### src/rtl/fpes_pkg.sv
`timescale 1ns / 1ps
// Shared types and constants for the fixed-point exponential series block.
// No dependencies; every other file imports this package.
package fpes_pkg;

    localparam int X_W   = 31;  // Q0.31 argument and series term
    localparam int OUT_W = 26;  // Q.24 result
    localparam int ADD_W = 24;  // term shifted right by TERM_SHIFT
    localparam int J_W   = 6;   // series index 2 .. 33
    localparam int CNT_W = 5;   // divider step counter 0 .. X_W-1

    localparam int TERM_SHIFT = 7;

    localparam logic [OUT_W-1:0] ONE_Q24 = OUT_W'(16777216);
    localparam logic [J_W-1:0]   J_FIRST = J_W'(2);
    localparam logic [J_W-1:0]   J_LAST  = J_W'(33);
    localparam logic [CNT_W-1:0] DIV_LAST_STEP = CNT_W'(X_W - 1);

    typedef enum logic [2:0] {
        ST_IDLE,
        ST_MUL,
        ST_DIV,
        ST_ACC,
        ST_DONE
    } t_state;

    typedef struct packed {
        logic busy;
        logic done;
    } t_div_stat;

endpackage

### src/rtl/fpes_in_if.sv
`timescale 1ns / 1ps
// Request channel carrying the Q0.31 argument.
// Depends on fpes_pkg for the field width.
interface fpes_in_if import fpes_pkg::*; ();
    logic             valid;
    logic             ready;
    logic [X_W-1:0]   x_value;

    modport source (output valid, output x_value, input ready);
    modport sink   (input valid, input x_value, output ready);
endinterface

### src/rtl/fpes_out_if.sv
`timescale 1ns / 1ps
// Result channel carrying e^x in Q.24.
// Depends on fpes_pkg for the field width.
interface fpes_out_if import fpes_pkg::*; ();
    logic             valid;
    logic             ready;
    logic [OUT_W-1:0] exp_value;

    modport source (output valid, output exp_value, input ready);
    modport sink   (input valid, input exp_value, output ready);
endinterface

### src/rtl/fixed_point_exp_series.sv
`timescale 1ns / 1ps
// Exponential of a Q0.31 fraction by a truncated Taylor series, result in Q.24.
// Depends on fpes_pkg, fpes_in_if, fpes_out_if and fpes_div.
//
// Usage:
//   i_in  carries x_value (Q0.31, [0,1)); it is ready only while the sequencer
//         is idle, so one request is worked on at a time.
//   o_out carries exp_value (Q.24, 1.0 .. e) from an output register, so a
//         finished result may wait there while the next request is taken.
// Each series term costs one multiply step, a pass through the shared
// bit-serial divider plus a done step, and one accumulate step. A request
// runs at most 11 terms for any argument; x = 0 ends after one term. The
// divider's one-bit-per-cycle loop takes most of each term's time.
// Reset returns the sequencer to idle and drops any pending result.
// If the receiver stalls, the finished result is held; a second finished
// result waits in the sequencer until the output register frees up.
module fixed_point_exp_series import fpes_pkg::*; (
    input  logic        i_clk,
    input  logic        i_rst_n,
    fpes_in_if.sink     i_in,
    fpes_out_if.source  o_out
);

    t_state             r_state, n_state;
    logic [X_W-1:0]     r_x, n_x;
    logic [X_W-1:0]     r_term, n_term;
    logic [OUT_W-1:0]   r_sum, n_sum;
    logic [J_W-1:0]     r_j, n_j;
    logic               r_out_valid, n_out_valid;
    logic [OUT_W-1:0]   r_out_data, n_out_data;

    logic [2*X_W-1:0]   w_prod;
    logic [ADD_W-1:0]   w_add;
    logic               w_div_start;
    t_div_stat          w_div_stat;
    logic [X_W-1:0]     w_quo;

    // term * x >> 31 equals (term * x >> 7) >> 24, and the Q.24 index then
    // reduces to a plain integer divisor
    assign w_prod = (2*X_W)'(r_term) * (2*X_W)'(r_x);
    assign w_add  = r_term[X_W-1:TERM_SHIFT];

    fpes_div u_div (
        .i_clk      (i_clk),
        .i_rst_n    (i_rst_n),
        .i_start    (w_div_start),
        .i_dividend (w_prod[2*X_W-1:X_W]),
        .i_divisor  (r_j),
        .o_stat     (w_div_stat),
        .o_quotient (w_quo)
    );

    always_comb begin
        n_state     = r_state;
        n_x         = r_x;
        n_term      = r_term;
        n_sum       = r_sum;
        n_j         = r_j;
        n_out_valid = r_out_valid;
        n_out_data  = r_out_data;
        w_div_start = 1'b0;
        if (o_out.ready) begin
            n_out_valid = 1'b0;
        end
        unique case (r_state)
            ST_IDLE: begin
                if (i_in.valid) begin
                    n_x     = i_in.x_value;
                    n_term  = i_in.x_value;
                    n_sum   = ONE_Q24 + OUT_W'(i_in.x_value[X_W-1:TERM_SHIFT]);
                    n_j     = J_FIRST;
                    n_state = ST_MUL;
                end
            end
            ST_MUL: begin
                w_div_start = 1'b1;
                n_state     = ST_DIV;
            end
            ST_DIV: begin
                if (w_div_stat.done) begin
                    n_term  = w_quo;
                    n_state = ST_ACC;
                end
            end
            ST_ACC: begin
                // stop on a vanishing term or after the last index
                if (w_add == '0) begin
                    n_state = ST_DONE;
                end else begin
                    n_sum = r_sum + OUT_W'(w_add);
                    if (r_j == J_LAST) begin
                        n_state = ST_DONE;
                    end else begin
                        n_j     = r_j + J_W'(1);
                        n_state = ST_MUL;
                    end
                end
            end
            ST_DONE: begin
                // hold until the output register is free
                if (!r_out_valid || o_out.ready) begin
                    n_out_valid = 1'b1;
                    n_out_data  = r_sum;
                    n_state     = ST_IDLE;
                end
            end
            default: n_state = ST_IDLE;
        endcase
    end

    always_ff @(posedge i_clk) begin
        if (!i_rst_n) begin
            r_state     <= ST_IDLE;
            r_out_valid <= 1'b0;
        end else begin
            r_state     <= n_state;
            r_out_valid <= n_out_valid;
        end
    end

    always_ff @(posedge i_clk) begin
        r_x        <= n_x;
        r_term     <= n_term;
        r_sum      <= n_sum;
        r_j        <= n_j;
        r_out_data <= n_out_data;
    end

    assign i_in.ready      = (r_state == ST_IDLE);
    assign o_out.valid     = r_out_valid;
    assign o_out.exp_value = r_out_data;

endmodule

### src/rtl/fpes_div.sv
`timescale 1ns / 1ps
// Restoring divider: 31-bit dividend by a small index, one quotient bit per cycle.
// Depends on fpes_pkg for widths and the status struct.
module fpes_div import fpes_pkg::*; (
    input  logic             i_clk,
    input  logic             i_rst_n,
    input  logic             i_start,
    input  logic [X_W-1:0]   i_dividend,
    input  logic [J_W-1:0]   i_divisor,
    output t_div_stat        o_stat,
    output logic [X_W-1:0]   o_quotient
);

    logic [X_W-1:0]   r_work, n_work;
    logic [J_W-1:0]   r_rem, n_rem;
    logic [J_W-1:0]   r_den, n_den;
    logic [CNT_W-1:0] r_cnt, n_cnt;
    logic             r_busy, n_busy;
    logic             r_done, n_done;
    logic [J_W+1:0]   w_diff;
    logic             w_ge;

    // trial subtract of the divisor from the shifted partial remainder
    assign w_diff = {1'b0, r_rem, r_work[X_W-1]} - {2'b00, r_den};
    assign w_ge   = ~w_diff[J_W+1];

    always_comb begin
        n_work = r_work;
        n_rem  = r_rem;
        n_den  = r_den;
        n_cnt  = r_cnt;
        n_busy = r_busy;
        n_done = 1'b0;
        if (i_start) begin
            n_work = i_dividend;
            n_rem  = '0;
            n_den  = i_divisor;
            n_cnt  = '0;
            n_busy = 1'b1;
        end else if (r_busy) begin
            n_work = {r_work[X_W-2:0], w_ge};
            n_rem  = w_ge ? w_diff[J_W-1:0] : {r_rem[J_W-2:0], r_work[X_W-1]};
            n_cnt  = r_cnt + CNT_W'(1);
            if (r_cnt == DIV_LAST_STEP) begin
                n_busy = 1'b0;
                n_done = 1'b1;
            end
        end
    end

    always_ff @(posedge i_clk) begin
        if (!i_rst_n) begin
            r_busy <= 1'b0;
            r_done <= 1'b0;
            r_cnt  <= '0;
        end else begin
            r_busy <= n_busy;
            r_done <= n_done;
            r_cnt  <= n_cnt;
        end
    end

    always_ff @(posedge i_clk) begin
        r_work <= n_work;
        r_rem  <= n_rem;
        r_den  <= n_den;
    end

    assign o_stat.busy = r_busy;
    assign o_stat.done = r_done;
    assign o_quotient  = r_work;

endmodule

### src/flat_wrapper.sv
// flat-port wrapper written by rule: the top's interface ports become plain ports
module fixed_point_exp_series_flat import fpes_pkg::*;
  (i_clk, i_rst_n, i_in_valid, i_in_x_value, i_in_ready, o_out_valid, o_out_exp_value, o_out_ready);
  fpes_in_if i_in_i ();
  fpes_out_if o_out_i ();
  input  logic i_clk;
  input  logic i_rst_n;
  input wire logic [$bits(i_in_i.valid)-1:0] i_in_valid;
  input wire logic [$bits(i_in_i.x_value)-1:0] i_in_x_value;
  output wire logic [$bits(i_in_i.ready)-1:0] i_in_ready;
  output wire logic [$bits(o_out_i.valid)-1:0] o_out_valid;
  output wire logic [$bits(o_out_i.exp_value)-1:0] o_out_exp_value;
  input wire logic [$bits(o_out_i.ready)-1:0] o_out_ready;
  assign i_in_i.valid = i_in_valid;
  assign i_in_i.x_value = i_in_x_value;
  assign i_in_ready = i_in_i.ready;
  assign o_out_valid = o_out_i.valid;
  assign o_out_exp_value = o_out_i.exp_value;
  assign o_out_i.ready = o_out_ready;
  fixed_point_exp_series u_core (.i_clk(i_clk), .i_rst_n(i_rst_n), .i_in(i_in_i), .o_out(o_out_i));
endmodule
### config.mk
export PLATFORM = sky130hd
export DESIGN_NAME = fixed_point_exp_series_flat
export DESIGN_NICKNAME = d
export VERILOG_FILES = /design/src/rtl/fpes_pkg.sv /design/src/rtl/fpes_in_if.sv /design/src/rtl/fpes_out_if.sv /design/src/rtl/fixed_point_exp_series.sv /design/src/rtl/fpes_div.sv /design/src/flat_wrapper.sv
export SDC_FILE = /design/constraint.sdc
export NUM_CORES = 2
export LEC_CHECK = 0
export BUFFER_PORTS_ARGS = -buffer_cell sky130_fd_sc_hd__buf_2
export CAP_MARGIN = 5
export CORE_MARGIN = 2
export CORE_UTILIZATION = 40
export DETAILED_ROUTE_END_ITERATION = 10
export HOLD_SLACK_MARGIN = 0.12
export PLACE_DENSITY_LB_ADDON = 0.2
export SLEW_MARGIN = 20
export SYNTH_ARGS = -nofsm -noshare
export SYNTH_HDL_FRONTEND = slang
export SYNTH_SLANG_ARGS = --single-unit
### constraint.sdc
create_clock -name i_clk -period 6.69 [get_ports i_clk]
set_input_delay 0.669 -clock i_clk [delete_from_list [all_inputs] [get_ports i_clk]]
set_output_delay 0.669 -clock i_clk [all_outputs]
set_load 0.02 [all_outputs]
==> Yosys cells after proc, flatten, opt, wreduce, memory -nomap -nowiden <==
Index checks and enable logic that the tools add are counted.
{ "totals": {"reg_bits": 174, "inputBits": 35, "word_cells": 75} }
{ "classes": {"n_addsub": 5, "multipliers": 1, "n_eq_ne": 11, "mux": 27, "bitwise_logic": 3, "reduce_logical": 15} }
{ "op_table": {"columns": ["op", "n"], "rows": [
  ["31-bit 2-to-1 mux", 4],
  ["31-bit by 31-bit multiplier with 62-bit output", 1],
  ["31-bit case mux with 2 select lines", 1],
  ["26-bit 2-to-1 mux", 2],
  ["26-bit case mux with 2 select lines", 1],
  ["25-bit by 24-bit adder with 26-bit output, first input constant", 1],
  ["26-bit by 24-bit adder with 26-bit output", 1],
  ["24-bit logical NOT", 1],
  ["6-bit 2-to-1 mux", 4],
  ["3-bit 2-to-1 mux", 5],
  ["3-bit case mux with 5 select lines", 1],
  ["6-bit case mux with 2 select lines", 1],
  ["3-bit AND reduction", 3],
  ["1-bit 2-to-1 mux", 8],
  ["2-bit inequality test, second input constant", 4],
  ["7-bit by 6-bit subtractor with 8-bit output", 1],
  ["6-bit by 1-bit adder with 6-bit output, second input constant", 1],
  ["3-bit by 2-bit == test with 1-bit output, second input constant", 2],
  ["6-bit == test, second input constant", 1],
  ["2-bit nonzero test", 3],
  ["5-bit by 1-bit adder with 5-bit output, second input constant", 1],
  ["5-bit == test, second input constant", 1],
  ["2-bit AND reduction", 2],
  ["4-bit AND reduction", 1],
  ["9 further kinds", 11]
]} }

==> Logic depth before layout (Yosys ltp) <==
{ "depth": {"depth_word": 4, "depth_mapped": 26, "mapped_depth_nobuf": 25} }

==> By module <==
A second synthesis with hierarchy kept.
{ "unflattened": {"cells_unflattened": 3922, "hier_area_um2": 38485.7} }
{ "modules_own_cells": {"columns": ["mod", "instances", "cells_each", "area_per_inst_um2", "seq_area_each_um2"], "rows": [
  ["fixed_point_exp_series", 1, 3758, 36160.9, 3683.5],
  ["fpes_div", 1, 164, 2324.7, 1371.3]
]} }

==> Worst setup path before layout <==
OpenSTA, ideal clock, no wires.
{ "synth_path": {"path_kind": "register to register", "from": "register u_core.r_term[17]", "to": "register u_core.u_div.r_work[30], in the netlist u_core.u_div.o_quotient[30], data pin", "t_arrival_ns": 6.918, "slack_ns": -0.490, "stages_incl_launch_ff": 23, "period_less_slack_ns": 7.180, "cell_sequence": "edfxtp_1 > clkbuf_1 > and2_1 > fa_1 > fa_1 > inv_1 > fa_1 > fa_1 > inv_1 > fa_1 > fa_1 > fa_1 > fa_1 > ha_1 > a211oi_1 > a211oi_2 > a41oi_2 > a211oi_4 > nor2_2 > a2111o_1 > a211oi_1 > nor3_1 > nand3b_1"} }
{ "synth_via": {"elab_chain_cells": 2} }
{ "synth_lines": {"columns": ["item", "line_no", "rtl"], "rows": [
  ["start: declaration", "fixed_point_exp_series.sv:26", "logic [X_W-1:0] r_term, n_term;"],
  ["start signal: assignment", "fixed_point_exp_series.sv:123", "r_term <= n_term;"],
  ["31-bit by 31-bit multiplier with 62-bit output", "fixed_point_exp_series.sv:40", "assign w_prod = (2*X_W)'(r_term) * (2*X_W)'(r_x);"],
  ["31-bit 2-to-1 mux", "fpes_div.sv:34", "if (i_start) begin"],
  ["net u_core.u_div.n_work[30]", "fpes_div.sv:14", "logic [X_W-1:0] r_work, n_work;"],
  ["end signal: assignment", "fpes_div.sv:64", "r_work <= n_work;"],
  ["end: declaration", "fpes_div.sv:14", null]
]} }
The timed path passes the listed nets, and every way through them passes these cells.
A chain may end at the register's enable or synchronous reset.

==> Final worst setup path <==
{ "layout_path": {"from": "register u_core.r_x[4]", "to": "register u_core.u_div.r_work[15], in the netlist u_core.u_div.o_quotient[15], data pin"} }
{ "layout_via": {"elab_chain_cells": 2} }
{ "layout_lines": {"columns": ["item", "line_no", "rtl"], "rows": [
  ["start: declaration", "fixed_point_exp_series.sv:25", "logic [X_W-1:0] r_x, n_x;"],
  ["start signal: assignment", "fixed_point_exp_series.sv:122", "r_x <= n_x;"],
  ["31-bit by 31-bit multiplier with 62-bit output", "fixed_point_exp_series.sv:40", null],
  ["31-bit 2-to-1 mux", "fpes_div.sv:34", null],
  ["net u_core.u_div.n_work[15]", "fpes_div.sv:14", null]
]} }
The timed path passes the listed nets, and every way through them passes these cells.

==> results.tsv <==
metric	value	unit
result_of_the_run	finished with violations	
violations_in_the_final_reports	negative setup slack	
pre_cts_slack	-1.05	ns
synth_seq_area_share	0.132	
initial_utilization	0.403	
portBuffers	62	
final_util	0.466	
cts_tree	yes	
clk-insertion-delay-late	0.45	ns
async_reset_ff_frac	0	
floorplan.die.width	313	um
synth.net_count	5081	
dr_total_vias	27000	
drt_drc_violations_left	0	
grt_first_pass_wirelength	170000	um
setup_repair_after_global_routing_missed_its_margin	yes	
reg2reg_slack	-0.83	ns
place.gp.congestion	0.894	
grt_overflow	0	
crit-reg2reg-launch	u_core.r_x[4]	
timing.setup.critical_path_class	flip-flop to flip-flop	
gr-usage-all-layers	0.226	
totalWireLength	106000	um
post_route_cells_drive_above_1_share	0.158	
io_pins	63	
routedWlPerCell	19.5	um
maxSlewHeadroom	0.270	
fp-row-count	113	
synthesis.area	0.0383	mm2
ys_seq_elements	174	
area_delta_synth_final	15.6	%
syn_area_per_cell	9.76	um2
synth_top_cell_by_area	fa_1	
layout_min_cycle_time	7.52	ns
tritoncts.num_buffers	17	
postPlaceCellArea	0.0430	mm2
fp.dieArea	0.0982	mm2
fp.dieH	313	um
worst_hold_path.endpoint	u_core.r_x[1]	
detailedPlacementHpwl	89000	um
initial_antenna_violation_count	3	
netlist_top_cells_area	fa_1 (44%), edfxtp_1 (12%), ha_1 (9.4%)	
worstRegToRegCells	25	
grt_start_max_net_pins	64	
critical_path_required	6.86	ns
finalHoldViolations	0	
finalSetupViolCount	31	
synth_edf_count	157	
synth_largest_type_area_fraction	0.438	
fin_crit_sh	1.12	
clock_transition_time_at_the_flip_flop_clock_pins_of_the_worst_setup_and_hold_paths	0.07	ns
yosysUniqueCellTypes	76	
synth-warning-count	0	
post_synthesis_cell_count	3922	
final_area	0.0442	mm2
cap_viol_max_count	0	
final_critical_path_setup_slack	-0.828	ns
max_freq	133	MHz
drt_first_pass_iters	5	
min_from	i_in_x_value[1]	
hold_depth	1	
synthFlopType	edfxtp_1	
clock-root-buffer	clkbuf_16	
worst_setup_end_kind	flip-flop	
core_area	0.0949	mm2
setup_total_negative_slack	-19.75	ns
htree_num_levels	4	
worst_slew_pin_slew	1.09	ns
drv_slew	0	
ctsLongestPathBuffers	2	
hold_path.class	input port to flip-flop	
post_cts_hold_buffer_count	0	
critPathLaunchType	flip-flop	
number_of_clock_sinks	174	
path_max_fanout	21	
timing.critical_path.arrival	7.68	ns
regToRegEndpoint	u_core.u_div.o_quotient[15]	
count_of_nets_left_with_antenna_violations_after_detail_routing	0	
fin_skew	0.0207	ns
final_net_count	5343	
number_of_drc_violations_after_detailed_routing_iteration_0	1278	
detail_route.vias_per_cell	4.95	
first_global_vias	29800	
## through the flow
step	hold WS (ns)	std cells
floorplan	0.433	3922
global placement	0.453	5411
detailed placement	0.447	5411
CTS	0.436	5457
global route	0.427	5462
finish	0.444	5463
## cell type report
| class | count | area [um2] |
|---|---|---|
| Timing Repair Buffer | 465 | 4090 |
| Inverter | 791 | 2970 |
| Clock buffer | 22 | 497 |
| Sequential cell | 174 | 5050 |
| Clock inverter | 10 | 85.1 |
| Multi-Input combinational cell | 2735 | 30000 |
| Tap cell | 1265 | 1580 |
| Fill cell | 9053 | 50600 |
| Antenna cell | 1 | 2.50 |
## registers in the layout (all words and copies together), names as in the netlist
| signal | flops |
|---|---|
| u_core.o_out.exp_value | 26 |
| u_core.o_out.valid | 1 |
| u_core.r_j | 6 |
| u_core.r_state | 3 |
| u_core.r_sum | 26 |
| u_core.r_term | 31 |
| u_core.r_x | 31 |
| u_core.u_div.o_quotient | 31 |
| u_core.u_div.r_busy | 1 |
| u_core.u_div.r_cnt | 5 |
| u_core.u_div.r_den | 6 |
| u_core.u_div.r_done | 1 |
| u_core.u_div.r_rem | 6 |
## synthesized netlist by cell type, drive strengths merged, types with 11 or more instances
cell type  count
nor3          15
nor2          44
inv          791
nand2        572
ha           286
a211oi        14
nand2b        11
o21ai         81
a21o          49
a31oi         11
dfxtp         17
a21oi         72
nand3         17
nand4         21
and2         500
xnor2         29
clkbuf       216
edfxtp       157
fa           838
o21bai        11
mux2          32
xor2          34
## cells in the final DEF (no fill, tap or decap), types with 32 or more instances in the layout
cell	Yosys	layout
buf_12	0	54
buf_4	2	327
and2_1	500	477
fa_1	838	815
mux2_2	32	32
nand2_1	572	572
nor2_1	43	42
a21o_1	46	46
ha_1	286	275
edfxtp_1	157	157
buf_2	2	62
inv_1	791	785
a21oi_1	72	59
o21ai_0	67	55
## per-layer routing
metal / track usage / up-vias / share of wire
met1: 0.300 / 14100 / 0.43
met4: 0.0579 / 2 / 0.027
met3: 0.0217 / 131 / 0.037
li1: - / 12300 / -
met5: 0 / - / 0.00013
met2: 0.396 / 511 / 0.50
## logic make-up (layout without fill, tap and decap cells)
kind of cell	Yosys count	in the layout	synth area share
flip-flops	174	174	0.132
AO/OA/AOI/OAI	292	292	0.0502
multiplexers	35	35	0.0102
XOR/XNOR	63	63	0.0144
buffers and inverters	1013	1288	0.102
AND/OR/NAND/NOR	1221	1221	0.159
other	0	1	0
adder cells (fa/ha/maj)	1124	1124	0.532
## how the worst max path moves through the flow
stage	startpoint	to	slack, ns	cells past startpoint
6_report	u_core.r_x[4]	u_core.u_div.o_quotient[15]	-0.83	25
5_1_grt	u_core.r_x[15]	u_core.u_div.o_quotient[12]	-1.07	23
4_1_cts	u_core.r_term[16]	u_core.u_div.o_quotient[16]	-0.81	24
3_5_place_dp	u_core.r_term[20]	u_core.u_div.o_quotient[16]	-1.05	23
3_3_place_gp	u_core.r_term[20]	u_core.u_div.o_quotient[12]	-1.00	23
2_1_floorplan	u_core.r_term[11]	u_core.u_div.o_quotient[29]	-0.29	22
## critical path, stage by stage (launching register included)
cell      delay (ns)
edfxtp_1        0.41
buf_12          0.18
and2_1          0.18
fa_2            0.58
fa_2            0.45
fa_1            0.51
inv_1           0.07
fa_1            0.49
inv_1           0.07
fa_1            0.48
fa_1            0.58
fa_1            0.44
fa_1            0.49
ha_4            0.31
nand4_1         0.17
nor3_4          0.23
nand4_1         0.15
buf_6           0.17
o211ai_1        0.16
buf_4           0.16
o21ai_4         0.10
buf_4           0.16
o31a_1          0.27
o21ai_1         0.15
xnor2_1         0.18
o21ai_1         0.09
## what timing repair did
item,in CTS,in global routing
resized for setup,62,61
pin swaps,18,19
setup buffers,15,5
endpoints found under the hold margin,0,0
setup endpoints to repair,31,31
Power is left out: the tool's default activity adds up to more than one toggle a clock period on the data nets, which glitch-free logic cannot reach.
